$ cat src/rtl/rbb_pkg.sv
// shared types, constants and helpers for the byte ring buffer
package rbb_pkg;

  localparam int unsigned CNT_W     = 13;
  localparam int unsigned DATA_W    = 8;
  localparam int unsigned OFF_W     = 12;
  localparam int unsigned ACT_W     = 2;
  localparam int unsigned STAT_W    = 2;
  localparam int unsigned DEPTH_DEF = 4096;
  localparam logic [CNT_W-1:0] CAP_RESET = 13'd4096;

  typedef enum logic [ACT_W-1:0] {
    ACT_PUT     = 2'd0,
    ACT_GET     = 2'd1,
    ACT_PEEK    = 2'd2,
    ACT_DISCARD = 2'd3
  } action_t;

  typedef enum logic [STAT_W-1:0] {
    ST_DONE    = 2'd0,
    ST_EMPTY   = 2'd1,
    ST_NO_ROOM = 2'd2
  } status_t;

  typedef enum logic {
    S_IDLE = 1'b0,
    S_READ = 1'b1
  } state_t;

  function automatic logic [CNT_W-1:0] eff_cap(input logic [CNT_W-1:0] value,
                                               input int unsigned depth);
    logic [CNT_W-1:0] r;
    if (value == '0) begin
      r = CNT_W'(1);
    end else if (32'(value) > depth) begin
      r = CNT_W'(depth);
    end else begin
      r = value;
    end
    return r;
  endfunction

endpackage

$ cat src/rtl/rbb_ctrl.sv
// ring pointers, fill count, write admission and result registers
module rbb_ctrl #(
  parameter int unsigned DEPTH = rbb_pkg::DEPTH_DEF,
  localparam int unsigned AW   = $clog2(DEPTH)
) (
  input  logic                       clk,
  input  logic                       rst,
  input  logic                       start,
  output logic                       busy,
  input  logic [rbb_pkg::ACT_W-1:0]  action,
  input  logic [rbb_pkg::DATA_W-1:0] data,
  input  logic                       first,
  input  logic [rbb_pkg::CNT_W-1:0]  amount,
  input  logic [rbb_pkg::OFF_W-1:0]  offset,
  input  logic                       cfg_write,
  input  logic [rbb_pkg::CNT_W-1:0]  cfg_data,
  output logic                       mem_we,
  output logic [AW-1:0]              mem_addr,
  output logic [rbb_pkg::DATA_W-1:0] mem_wdata,
  input  logic [rbb_pkg::DATA_W-1:0] mem_rdata,
  output logic                       done,
  output logic [rbb_pkg::DATA_W-1:0] byte_out,
  output logic [rbb_pkg::STAT_W-1:0] status,
  output logic [rbb_pkg::CNT_W-1:0]  removed,
  output logic [rbb_pkg::CNT_W-1:0]  fill
);

  localparam int unsigned CW = rbb_pkg::CNT_W;
  localparam int unsigned IW = ((AW > CW) ? AW : CW) + 1;

  rbb_pkg::state_t state, state_next;

  logic [CW-1:0] cap;
  logic [AW-1:0] widx, widx_next;
  logic [AW-1:0] ridx, ridx_next;
  logic [CW-1:0] held, held_next;
  logic          wacc, wacc_next;

  logic          accept;
  logic          need_read;
  logic [rbb_pkg::STAT_W-1:0] stat_c;
  logic [CW-1:0] rem_c;
  logic          put_ok;
  logic          room_ok;
  logic          adm;
  logic [AW-1:0] peek_pos;

  function automatic logic [AW-1:0] wrap_add(input logic [AW-1:0] a,
                                             input logic [CW-1:0] b,
                                             input logic [CW-1:0] c);
    logic [IW-1:0] s;
    s = IW'(a) + IW'(b);
    if (s >= IW'(c)) begin
      s = s - IW'(c);
    end
    return s[AW-1:0];
  endfunction

  assign busy   = (state == rbb_pkg::S_READ);
  assign accept = start && !busy;

  assign room_ok  = ({1'b0, held} + {1'b0, amount}) <= {1'b0, cap};
  assign adm      = first ? room_ok : wacc;
  assign put_ok   = adm && (held < cap);
  assign peek_pos = wrap_add(ridx, CW'(offset), cap);

  always_comb begin
    widx_next  = widx;
    ridx_next  = ridx;
    held_next  = held;
    wacc_next  = wacc;
    stat_c     = rbb_pkg::ST_DONE;
    rem_c      = '0;
    need_read  = 1'b0;
    mem_we     = 1'b0;
    mem_addr   = ridx;
    mem_wdata  = data;
    state_next = state;
    case (state)
      rbb_pkg::S_IDLE: begin
        if (accept) begin
          case (rbb_pkg::action_t'(action))
            rbb_pkg::ACT_PUT: begin
              mem_addr = widx;
              if (first && amount == '0) begin
                wacc_next = 1'b0;
              end else if (put_ok) begin
                mem_we    = 1'b1;
                widx_next = wrap_add(widx, CW'(1), cap);
                held_next = held + CW'(1);
                wacc_next = 1'b1;
              end else begin
                wacc_next = 1'b0;
                stat_c    = rbb_pkg::ST_NO_ROOM;
              end
            end
            rbb_pkg::ACT_GET: begin
              if (held == '0) begin
                stat_c = rbb_pkg::ST_EMPTY;
              end else begin
                need_read = 1'b1;
                ridx_next = wrap_add(ridx, CW'(1), cap);
                held_next = held - CW'(1);
              end
            end
            rbb_pkg::ACT_PEEK: begin
              mem_addr = peek_pos;
              if (CW'(offset) >= held) begin
                stat_c = rbb_pkg::ST_EMPTY;
              end else begin
                need_read = 1'b1;
              end
            end
            rbb_pkg::ACT_DISCARD: begin
              rem_c     = (amount < held) ? amount : held;
              ridx_next = wrap_add(ridx, rem_c, cap);
              held_next = held - rem_c;
            end
            default: begin
            end
          endcase
          if (need_read) begin
            state_next = rbb_pkg::S_READ;
          end
        end
      end
      rbb_pkg::S_READ: begin
        state_next = rbb_pkg::S_IDLE;
      end
      default: begin
        state_next = rbb_pkg::S_IDLE;
      end
    endcase
  end

  always_ff @(posedge clk) begin
    if (rst) begin
      state <= rbb_pkg::S_IDLE;
    end else begin
      state <= state_next;
    end
  end

  always_ff @(posedge clk) begin
    if (rst) begin
      cap  <= rbb_pkg::eff_cap(rbb_pkg::CAP_RESET, DEPTH);
      widx <= '0;
      ridx <= '0;
      held <= '0;
      wacc <= 1'b0;
    end else if (cfg_write) begin
      cap  <= rbb_pkg::eff_cap(cfg_data, DEPTH);
      widx <= '0;
      ridx <= '0;
      held <= '0;
      wacc <= 1'b0;
    end else begin
      widx <= widx_next;
      ridx <= ridx_next;
      held <= held_next;
      wacc <= wacc_next;
    end
  end

  always_ff @(posedge clk) begin
    if (rst) begin
      done <= 1'b0;
    end else begin
      done <= (accept && !need_read) || busy;
    end
  end

  always_ff @(posedge clk) begin
    if (accept) begin
      byte_out <= '0;
      status   <= stat_c;
      removed  <= rem_c;
      fill     <= held_next;
    end else if (busy) begin
      byte_out <= mem_rdata;
    end
  end

endmodule

$ cat config.mk
export PLATFORM = sky130hd
export DESIGN_NAME = rbb_ctrl
export DESIGN_NICKNAME = d
export VERILOG_FILES = /design/src/rtl/rbb_pkg.sv /design/src/rtl/rbb_ctrl.sv
export SDC_FILE = /design/constraint.sdc
export NUM_CORES = 1
export LEC_CHECK = 0
export ABC_AREA = 1
export BUFFER_PORTS_ARGS = -buffer_cell sky130_fd_sc_hd__buf_2
export CAP_MARGIN = 20
export CORE_MARGIN = 5
export CORE_UTILIZATION = 50
export CTS_CLUSTER_SIZE = 30
export DETAILED_ROUTE_END_ITERATION = 6
export GPL_ROUTABILITY_DRIVEN = 0
export HOLD_SLACK_MARGIN = 0.03
export PLACE_DENSITY = 0.7
export SYNTH_ARGS = -nofsm -noshare
export SYNTH_HDL_FRONTEND = slang
export SYNTH_SLANG_ARGS = --single-unit
$ cat constraint.sdc
create_clock -name clk -period 11.7 [get_ports clk]
set_input_delay 0.585 -clock clk [delete_from_list [all_inputs] [get_ports clk]]
set_output_delay 0.585 -clock clk [all_outputs]
set_load 0.02 [all_outputs]
# --- Word-level counts from Yosys, hierarchy flattened ---
# Index checks and enable logic that the tools add are counted.
totals:
  reg_bits: 89
  input_bits: 61
  out_inout_bits: 59
  wordCells: 95
op_classes:
  add_sub_neg: 12
  magnitude_cmp: 9
  n_eq_ne: 4
  n_mux: 39
  bitwise_logic: 3
  reduce_logical: 17
op_table:
  columns: ["operator", "count"]
  rows:
  - ["2-to-1 mux 13 bit", 8]
  - ["2-to-1 mux 12 bit", 7]
  - ["case mux 12 bit (2 select lines)", 2]
  - ["subtractor 12 bit", 4]
  - [">= comparator 13 bit", 3]
  - ["logical NOT 13 bit", 3]
  - ["case mux 13 bit (3 select lines)", 1]
  - ["adder 12 x 1 -> 13 bit, second input constant", 2]
  - ["< comparator 13 bit", 2]
  - ["2-to-1 mux 1 bit", 16]
  - ["adder 12 x 13 -> 14 bit", 1]
  - ["adder 13 x 13 -> 14 bit", 1]
  - [">= comparator 14 x 13 -> 1 bit", 1]
  - ["less-or-equal comparator 14 x 13 -> 1 bit", 1]
  - ["adder 12 x 12 -> 13 bit", 1]
  - ["adder 13 x 1 -> 13 bit, second input constant", 1]
  - [">= comparator 12 x 13 -> 1 bit", 1]
  - ["greater-than comparator 13 bit, second input constant", 1]
  - ["subtractor 13 x 1 -> 13 bit, second input constant", 1]
  - ["subtractor 13 bit", 1]
  - ["case mux 2 bit (3 select lines)", 1]
  - ["AND reduction 5 bit", 1]
  - ["== test 2 bit, second input constant", 2]
  - ["logical AND 1 bit", 4]
  - ["12 further kinds", 18]

# --- Longest topological paths before layout ---
depth:
  ltp_word: 10
  depth_mapped: 36
  ltp_nobuf: 33

# --- Least setup slack after synthesis ---
# Ideal clock, no wire load.
synth_path:
  path_kind: "register -> register"
  start: "register held[8]"
  end: "register ridx[2]"
  setup_time_ns: 0.119
  t_arrival_ns: 4.824
  required_ns: 11.581
  slack_ns: 6.756
  path_stages_with_launch: 32
  n_path_buf: 3
  synth_period_minus_slack_ns: 4.944
  cell_sequence: "dfxtp_1 > clkbuf_1 > inv_1 > ha_1 > a21oi_1 > o21ai_0 > a21oi_1 > nand2_2 > buf_2 > o21ai_0 > ha_1 > inv_1 > fa_1 > o21ai_0 > nand2_1 > nand2_1 > xor2_1 > inv_1 > ha_1 > nand2_1 > a21oi_1 > nor2_1 > nand3_1 > nand2_1 > nand3_1 > nand2_1 > nand2_1 > nand2_1 > clkbuf_1 > nand4_1 > nand3_1 > a21oi_1"
synth_between:
  elab_chain_len: 6
  word_cells_on_any_way: 10
  cone_classes: "2 x add/sub; 2 x order compare; 1 x eq/ne; 3 x mux; 2 x reduce/logical"
synth_lines:
  columns: ["item", "line_no", "source"]
  rows:
  - ["from (decl)", "rbb_ctrl.sv:36", "logic [CW-1:0] held, held_next;"]
  - ["from (signal assigned)", "rbb_ctrl.sv:160", "held <= held_next;"]
  - ["< comparator 13 bit", "rbb_ctrl.sv:115", "rem_c = (amount < held) ? amount : held;"]
  - ["2-to-1 mux 13 bit", "rbb_ctrl.sv:115", null]
  - ["adder 12 x 13 -> 14 bit", "rbb_ctrl.sv:52", "s = IW'(a) + IW'(b);"]
  - ["subtractor 12 bit or >= comparator 14 x 13 -> 1 bit (tied branches)", "rbb_ctrl.sv:54, rbb_ctrl.sv:53", null]
  - ["2-to-1 mux 12 bit", "rbb_ctrl.sv:53", "if (s >= IW'(c)) begin"]
  - ["case mux 12 bit (2 select lines)", "rbb_ctrl.sv:82", "case (rbb_pkg::action_t'(action))"]
  - ["to (signal assigned)", "rbb_ctrl.sv:159", "ridx <= ridx_next;"]
  - ["to (decl)", "rbb_ctrl.sv:35", "logic [AW-1:0] ridx, ridx_next;"]
# Several ways; a longest one is shown, not always the timed one.
# A chain may end at the register's enable or synchronous reset.

# --- Worst setup path after layout ---
layout_path:
  start: "register held[0]"
  end: "output mem_we"
layout_between:
  elab_chain_len: 9
  word_cells_on_any_way: 10
  cone_classes: "1 x add/sub; 2 x order compare; 6 x mux; 1 x reduce/logical"
layout_lines:
  columns: ["item", "line_no", "source"]
  rows:
  - ["adder 13 x 13 -> 14 bit", "rbb_ctrl.sv:62", "assign room_ok = ({1'b0, held} + {1'b0, amount}) <= {1'b0, cap};"]
  - ["less-or-equal comparator 14 x 13 -> 1 bit", "rbb_ctrl.sv:62", null]
  - ["2-to-1 mux 1 bit", "rbb_ctrl.sv:63", "assign adm = first ? room_ok : wacc;"]
  - ["logical AND 1 bit (*)", "rbb_ctrl.sv:64", "assign put_ok = adm && (held < cap);"]
  - ["2-to-1 mux 1 bit (*)", "rbb_ctrl.sv:87", "end else if (put_ok) begin"]
  - ["2-to-1 mux 1 bit (*)", "rbb_ctrl.sv:85", "if (first && amount == '0) begin"]
  - ["2-to-1 mux 1 bit (*)", "rbb_ctrl.sv:82", null]
  - ["2-to-1 mux 1 bit (*)", "rbb_ctrl.sv:81", "if (accept) begin"]
  - ["2-to-1 mux 1 bit (*)", "rbb_ctrl.sv:79", "case (state)"]
  - ["to (decl)", "rbb_ctrl.sv:17", "output logic mem_we,"]
# Mark *: on every way between the ends. The rest lies on a longest branch, timed or not.

==> flow_metrics.env <==
export IMPL_status="complete, no violations"
export IMPL_ys_warn_count=0
export IMPL_hold_viol_final=0
export IMPL_dpl_hpwl_um=29880
export IMPL_worstSetupStartpointType="register"
export IMPL_route_vias_total=12160
export IMPL_ir_drop_uv=87.52
export IMPL_drv_cap=0
export IMPL_r2r_setup_slack_ns=5.46
export IMPL_drc=0
export IMPL_syn_nets=1961
export IMPL_fin_crit_sh_pct=53.55
export IMPL_combinationalPowerShare_pct=46.4
export IMPL_swShare_pct=43.60
export IMPL_hp_class="input pin to register"
export IMPL_worstSetupPathType="register to primary output"
export IMPL_ys_ff_latch=89
export IMPL_min_period_ns=6.265
export IMPL_timing_fmax_ghz=0.1596
export IMPL_first_iter_violations=1104
export IMPL_tritoncts="built"
export IMPL_power_frac_seq_pct=27.9
export IMPL_slew_headroom_pct=33.75
export IMPL_io_pins=120
export IMPL_fin_ws_ns=5.435
export IMPL_cts_resized=0
export IMPL_end_kind="primary output"
export IMPL_clkSinkCount=89
export IMPL_wl_um=38040
export IMPL_diodes=0
export IMPL_cts_root_buf="clkbuf_16"
export IMPL_syn2layout_area_growth_pct=8.638
export IMPL_grt_overflow=0
export IMPL_synth_edf_count=28
export IMPL_rsz0062_at_grt="no"
export IMPL_synth_main_ff_cell="dfxtp_1"
export IMPL_clock_path_buffers=2
export IMPL_power_density_nw_per_um2=102.6
export IMPL_leakage_nw=6.306
export IMPL_ys_seq_area_share_pct=18.27
export IMPL_p_sw_mw=0.5483
export IMPL_drive_gt1_share_pct=8.024
export IMPL_layout_common_cells="nand2_1 (372), inv_1 (252), ha_1 (160), a21oi_1 (142), nor2_1 (133)"
export IMPL_fp_dieW_um=160.2
export IMPL_syn_inst=1732
export IMPL_synth_area_um2=11280
export IMPL_core_um2=22430
export IMPL_cp_arrival_ns=5.68
export IMPL_grt_pass1_wl_um=59750
export IMPL_preCtsSetupSlack_ns=5.618
export IMPL_nFillCells=2276
export IMPL_ctsHoldBuffers=0
export IMPL_wl_per_cell_um=18.18
export IMPL_skew_ns=0.01259
export IMPL_grt_pass1_vias=11210
export IMPL_drt_pass1_iter_count=5
export IMPL_setup_tns_ns=0
export IMPL_clock_latency_ns=0.36
export IMPL_die_area_um2=25670
export IMPL_initial_core_util_pct=50.30
export IMPL_layout_commonest_cell="nand2_1"
export IMPL_num_rows=55
export IMPL_numCtsBuffers=9
export IMPL_synth_top_area_share_pct=17.74
export IMPL_h_tree_depth=3
export IMPL_clockPowerShare_pct=25.7
export IMPL_fin_nets=2031
export IMPL_die_height_um=160.2
export IMPL_yosysUniqueCellTypes=51
export IMPL_antenna_left=0
export IMPL_worstMarginPinSlew_ns=0.9846
export IMPL_p_int_mw=0.7094
export IMPL_cts_clk_slew_worst_paths_ns=0.07
export IMPL_cts_setup_buffers=0
export IMPL_grt_antenna_before_repair=0
export IMPL_synth_largest_area_cell="ha_1"
export IMPL_synth_avg_cell_area_um2=6.515
export IMPL_port_buffers=103
export IMPL_groute_usage_overall_pct=28.89
export IMPL_setup_viol_count_final=0
export IMPL_cp_max_fo=21
export IMPL_grt_max_degree=30
export IMPL_cp_data_required_time_ns=11.12
export IMPL_yosys_top_cells_area="ha_1 (18%), nand2_1 (12%), dfxtp_1 (11%), inv_1 (8.4%), edfxtp_1 (7.5%)"
export IMPL_final_max_slew_viol_count=0
export IMPL_viasPerCell=5.810
export IMPL_synthArstFlopShare_pct=0
-- path summary, 6_finish.rpt --
check / from / end / depth (start not counted)
worst max-delay path: held[0] / mem_we / 24
worst min-delay path: mem_rdata[6] / byte_out[6] / 3
worst max register to register: held[10] / ridx[1] / 29
worst min register to register: byte_out[0] / byte_out[0] / 2
-- power groups by stage --
stage                     logic [mW]  registers [mW]  clock network, mW
after floorplan                0.419           0.362                  0
after global placement         0.563           0.357                  0
after detailed placement       0.567           0.357                  0
after CTS                      0.571           0.350              0.326
after global routing           0.649           0.352              0.338
final                          0.584           0.350              0.323
-- cell type report --
cell class / instances / area (um2) / share of cell area, %
Multi-Input combinational cell: 1329 / 7979 / 65.08
Sequential cell: 89 / 2062 / 16.82
Inverter: 266 / 999.7 / 8.155
Timing Repair Buffer: 107 / 545.5 / 4.450
Tap cell: 285 / 356.6 / 2.909
Clock buffer: 10 / 239.0 / 1.949
Clock inverter: 6 / 77.57 / 0.6328
-- per-stage QoR --
| stage | instances | cell area (um2) | power, mW | util (%) | hold slack, ns |
|---|---|---|---|---|---|
| 6_report | 2092 | 12260 | 1.258 | 54.65 | 0.4242 |
| 3_3_place_gp | 2076 | 11940 | 0.9198 | 53.23 | 0.4523 |
| 5_1_grt | 2092 | 12260 | 1.339 | 54.65 | 0.4284 |
| 4_1_cts | 2092 | 12260 | 1.247 | 54.65 | 0.4267 |
| 3_5_place_dp | 2076 | 11940 | 0.9242 | 53.23 | 0.4589 |
| 2_1_floorplan | 1732 | 11280 | 0.7814 | - | 0.4454 |
-- logic make-up (layout without fill, tap and decap cells) --
family	count (synthesis)	in the layout	synth area share [%]
simple gates	721	721	27.46
compound gates	358	358	17.72
buf+inv	314	389	11.02
fa+ha+maj	168	168	19.16
flops	89	89	18.27
xor+xnor	82	82	6.364
-- sequential cells by signal (all words and copies together) (netlist names) --
name,cells
widx,12
cap,13
busy,1
done,1
ridx,12
status,2
removed,13
wacc,1
held,13
byte_out,8
fill,13
-- cell usage after synthesis, types with 3 or more instances --
cell type,number
fa_1,8
o31ai_1,5
nand2_2,3
ha_1,160
buf_2,12
a31oi_1,12
o221ai_1,10
o211ai_1,5
a21oi_1,142
nor4_1,13
buf_4,11
o21ai_0,130
nand4_1,51
o21a_1,4
dfxtp_1,61
o21ai_1,7
nor2_1,133
clkinv_1,5
nand3b_1,4
inv_2,8
xnor2_1,19
edfxtp_1,28
clkbuf_1,22
xor2_1,63
nand3_1,110
a211oi_1,7
inv_1,252
o21bai_1,9
a21o_1,12
nand2_1,372
o22ai_1,3
nor3_1,26
-- worst max-delay path: stages, from the launching register on --
cell and delay [ns]:
dfxtp_1 0.62, ha_1 0.28, inv_1 0.06, fa_1 0.41
inv_1 0.07, a31oi_1 0.14, o21ai_0 0.32, nand2_1 0.09
nand2_1 0.08, nand2_1 0.06, nand2_1 0.06, nand2_1 0.06
a21oi_1 0.13, nor2_1 0.07, xor2_1 0.14, ha_1 0.30
nand3_1 0.11, nor3_1 0.35, nand4_1 0.22, nand2_1 0.13
nand3_1 0.14, nand2_2 0.14, nand3_2 0.28, nor2_2 0.73
buf_2 0.30
-- per-layer routing --
layer	GRT usage (%)	part of all wire [%]	vias up	wire length (um)
met5	0	0	-	0
met2	44.99	43	591	16410
met4	12.63	4.8	0	1812
li1	-	-	5956	-
met1	37.77	41	5506	15620
met3	7.587	11	102	4199
(Power assumes the default switching activity.)
